==> config.mk <==
export PLATFORM = sky130hd
export DESIGN_NAME = biq_mac
export DESIGN_NICKNAME = d
export VERILOG_FILES = /design/src/biq_pkg.sv /design/src/biq_mac.sv
export SDC_FILE = /design/constraint.sdc
export NUM_CORES = 2
export LEC_CHECK = 0
export ABC_AREA = 0
export BUFFER_PORTS_ARGS = -buffer_cell sky130_fd_sc_hd__buf_2
export CAP_MARGIN = 20
export CORE_MARGIN = 2
export CORE_UTILIZATION = 55
export CTS_CLUSTER_SIZE = 12
export DETAILED_ROUTE_END_ITERATION = 8
export PLACE_DENSITY_LB_ADDON = 0.2
export SYNTH_ARGS = -nofsm -noshare
export SYNTH_HDL_FRONTEND = slang
export SYNTH_SLANG_ARGS = --single-unit
==> constraint.sdc <==
create_clock -name clk -period 13.97 [get_ports clk]
set_clock_uncertainty 0.05 [all_clocks]
set_input_delay 2.0955 -clock clk [delete_from_list [all_inputs] [get_ports clk]]
set_output_delay 2.0955 -clock clk [all_outputs]
set_load 0.01 [all_outputs]
==> src/biq_pkg.sv <==
package biq_pkg;

	// Channel store
	localparam int CHANNELS = 64;
	localparam int CH_W     = 6;
	localparam int ADDR_W   = (CHANNELS > 1) ? $clog2(CHANNELS) : 1;

	// Sample and coefficient widths (Q2.16 coefficients)
	localparam int SAMPLE_W = 16;
	localparam int COEF_W   = 18;
	localparam int PROD_W   = COEF_W + SAMPLE_W;
	localparam int ACC_W    = PROD_W + 2;
	localparam int FRAC_W   = 16;

	// One history entry: two samples for x, two for y
	localparam int HALF_W   = 2 * SAMPLE_W;
	localparam int HIST_W   = 2 * HALF_W;

	// Register map
	localparam int IDX_W    = 3;

	typedef enum logic [IDX_W-1:0] {
		REG_B0 = 3'd0,
		REG_B1 = 3'd1,
		REG_B2 = 3'd2,
		REG_A1 = 3'd3,
		REG_A2 = 3'd4
	} reg_idx_t;

	typedef struct packed {
		logic signed [COEF_W-1:0] b0;
		logic signed [COEF_W-1:0] b1;
		logic signed [COEF_W-1:0] b2;
		logic signed [COEF_W-1:0] a1;
		logic signed [COEF_W-1:0] a2;
	} coef_t;

	// Load enables for the arithmetic pipeline
	typedef struct packed {
		logic en_s2;
		logic en_s3;
	} mac_ctl_t;

endpackage

==> src/biq_mac.sv <==
module biq_mac (
	input  logic                                    clk,
	input  biq_pkg::mac_ctl_t                       ctl,
	input  biq_pkg::coef_t                          coef,
	input  logic signed [biq_pkg::SAMPLE_W-1:0]     x0,
	input  logic signed [biq_pkg::SAMPLE_W-1:0]     x1,
	input  logic signed [biq_pkg::SAMPLE_W-1:0]     x2,
	input  logic signed [biq_pkg::SAMPLE_W-1:0]     y1,
	input  logic signed [biq_pkg::SAMPLE_W-1:0]     y2,
	output logic signed [biq_pkg::SAMPLE_W-1:0]     q,
	output logic                                    clip
);

	localparam int RND_W = biq_pkg::ACC_W + 1;
	localparam int Q_W   = RND_W - biq_pkg::FRAC_W;

	logic signed [biq_pkg::PROD_W-1:0] pb0_s2, pb1_s2, pb2_s2, pa1_s2, pa2_s2;
	logic signed [biq_pkg::ACC_W-1:0]  acc_s3;
	logic signed [RND_W-1:0]           rnd;
	logic signed [Q_W-1:0]             qw;

	// Stage 2: five products
	always_ff @(posedge clk) begin
		if (ctl.en_s2) begin
			pb0_s2 <= coef.b0 * x0;
			pb1_s2 <= coef.b1 * x1;
			pb2_s2 <= coef.b2 * x2;
			pa1_s2 <= coef.a1 * y1;
			pa2_s2 <= coef.a2 * y2;
		end
	end

	// Stage 3: accumulate
	always_ff @(posedge clk) begin
		if (ctl.en_s3) begin
			acc_s3 <= biq_pkg::ACC_W'(pb0_s2) + biq_pkg::ACC_W'(pb1_s2)
				+ biq_pkg::ACC_W'(pb2_s2) - biq_pkg::ACC_W'(pa1_s2)
				- biq_pkg::ACC_W'(pa2_s2);
		end
	end

	// Round half up, then saturate to 16 bits
	always_comb begin
		rnd = RND_W'(acc_s3) + RND_W'(32768);
		qw  = rnd[RND_W-1:biq_pkg::FRAC_W];
		if (qw > Q_W'(32767)) begin
			q    = 16'sh7fff;
			clip = 1'b1;
		end else if (qw < -Q_W'(32768)) begin
			q    = 16'sh8000;
			clip = 1'b1;
		end else begin
			q    = qw[biq_pkg::SAMPLE_W-1:0];
			clip = 1'b0;
		end
	end

endmodule

==> results.tsv <==
metric	value	unit
postSynth.asyncResetShare	0	%
routabilityCongestion	0.883	
cts.sinks	191	
setup_slack	5.68	ns
die_h	343	um
via_per_inst	5.34	
first_global_vias	46611	
cpMostUsedCell	fa_1	
ys_seq_area_share	9.07	%
antenna_found_initial	7	
worst-path-buf-inv	6	
syn_area_per_cell	9.73	um^2
postCtsSetupRepairBufs	0	
port_buffers	189	
yosys_warnings	0	
vias	42913	
start_util	55.4	%
worstPathRequired	14.10	ns
grt-ovfl-total	0	
final-hold-violation-count	0	
cts_buffers	17	
synth_largest_area_cell	fa_1	
min_period	8.29	ns
post-dp-hpwl	124	mm
syn_area	63300	um^2
end_kind	flop	
ys_ff_latch	191	
drive_gt1_share	3.70	%
place_area	65400	um^2
setup_viol	0	
dr.pass1.iters	6	
ios	190	
yosysUniqueCellTypes	58	
drt_iter0_drc	2534	
fin_util	57.8	%
grt_pass1_wl	249	mm
crit_path_max_incr_delay	0.57	ns
final_common_cell	inv_1	
startpoint_type	primary input	
fin_tns_setup	0	ns
cts_root_buf	clkbuf_16	
layout_common_cells	1,651 x inv_1, 1,552 x fa_1, 746 x nand2_1, 687 x and2_1, 466 x ha_1	
die_w	343	um
synthTopCellsByArea	fa_1 49%, inv_1 9.8%, ha_1 9.2%, edfxtp_1 9.1%, and2_1 6.8%	
core-area	114000	um^2
synth_nets	8694	
cp.arrival	8.42	ns
wl_per_cell	18.6	um
cts_tree	done	
status	finished, final reports clean	
slew_violations	0	
cts_buffer_depth	2	
finalCritPeriodShare	59.3	%
path_delay_family	adder cells	
synth_top_area_share	49.1	%
areaGrowthSynthToFinish	4.32	%
synthFlopType	edfxtp_1	
max_freq	121	MHz
clk_pin_slew	0.08	ns
num_rows	124	
cts_resized	0	
synthCells	6503	
ant_nets	0	
slowest_stage	fa_1	
hold_class	reg -> reg	
rsz0062_at_grt	false	
nFillCells	10091	
slew_headroom	35.4	%
track_usage	27.0	%
wl	150	mm
pre_cts_ws	5.20	ns
worstPathCellList	buf_2, nand2_1, fa_1, inv_1, fa_1, inv_1, fa_1, inv_1, fa_1, fa_1, inv_1, fa_1, inv_1, ha_1, a21oi_1, o21ai_0, a311oi_1, a21oi_1, nor3_1, nor3_1, a2111oi_0, xnor2_1	
clk_latency	0.45	ns
synth_edf_count	191	
cp_max_fo	18	
drc	0	
grt_max_degree	89	
tightestPinTransition	0.958	ns
num-nets-final	8699	
dieArea	118000	um^2
crit_type	in -> reg	
design_area	66000	um^2
drv_cap	0	
h-tree-depth	4	
postCtsHoldBufs	0	
## worst reg2reg max path: stages (launching register included)
cell	delay, ns
edfxtp_1	0.38
inv_1	0.12
fa_1	0.44
fa_1	0.51
fa_1	0.42
ha_1	0.30
a2111oi_0	0.40
a21oi_1	0.08
a221oi_1	0.36
nand2_1	0.11
a41o_1	0.32
a21oi_2	0.33
o21ai_0	0.22
a211oi_1	0.26
nor2_1	0.06
## flip-flops by register name, summed over array words and instances, names as in the netlist
| signal | flops |
|---|---|
| pb1_s2 | 34 |
| acc_s3 | 21 |
| pa2_s2 | 34 |
| pb2_s2 | 34 |
| pa1_s2 | 34 |
| pb0_s2 | 34 |
## kinds of logic after synthesis
logic type / count (synthesis) / synth area share [%]
compound gates: 450 / 4.59
xor+xnor: 227 / 3.14
fa+ha+maj: 2018 / 58.3
buf+inv: 1856 / 11.0
flops: 191 / 9.07
mux: 1 / 0.0158
simple gates: 1760 / 13.9
## synth_stat cells (3+ instances only)
master,count
inv_1,1651
fa_1,1552
nand2_1,746
and2_1,687
ha_1,466
clkbuf_1,199
edfxtp_1,191
xnor2_1,168
a21oi_1,141
nor2_1,128
o21ai_0,81
a21o_1,79
xor2_1,59
nand3_1,42
nand2b_1,40
and3_1,27
nor3_1,26
nor2b_1,22
o21bai_1,22
o21a_1,15
o211ai_1,12
a21boi_0,11
nand4_1,10
a211oi_1,9
a31oi_1,8
and4_1,8
or3_1,8
a221oi_1,7
a211o_1,6
a31o_2,6
a41oi_1,6
buf_1,6
o21ai_1,6
o31ai_1,6
or2_2,6
nor4_1,5
o2111ai_1,5
o22ai_1,5
a2111oi_0,4
a311oi_1,4
a41o_1,3
nand3b_1,3
## metal layers
metal | global-route usage (%) | wire, um | vias to the layer above
met4 | 5.73 | 3270 | 4
met2 | 44.7 | 72400 | 1283
li1 | - | - | 19144
met5 | 0 | 46 | -
met1 | 38.6 | 64500 | 22283
met3 | 3.37 | 9540 | 199
## final timing paths
path / cells after the start / slack, ns / start / end
setup reg to reg: 14 / 9.36 / pa2_s2[8] / acc_s3[32]
setup / recovery: 22 / 5.68 / y2[7] / pa2_s2[31]
hold reg to reg: 3 / 0.96 / pb2_s2[14] / acc_s3[15]
hold / removal: 3 / 0.96 / pb2_s2[14] / acc_s3[15]
## stage by stage
step | cells | hold slack (ns)
2_1_floorplan | 6503 | 0.815
5_1_grt | 8036 | 0.992
6_report | 8037 | 0.955
3_5_place_dp | 8000 | 0.942
3_3_place_gp | 8000 | 0.951
4_1_cts | 8032 | 0.966
## final cells by class
type	count	area, um^2	area share, %
multi-input combinational	4456	50600	76.6
inverter	1651	6200	9.39
sequential	191	5740	8.69
tap	1512	1890	2.87
timing repair buffer	191	987	1.50
clock buffer	17	425	0.644
clock inverter	15	191	0.290
antenna	4	10.0	0.0152
Power is not shown: default switching activity piles up to over one toggle a cycle in this logic, so the estimate is an artifact.
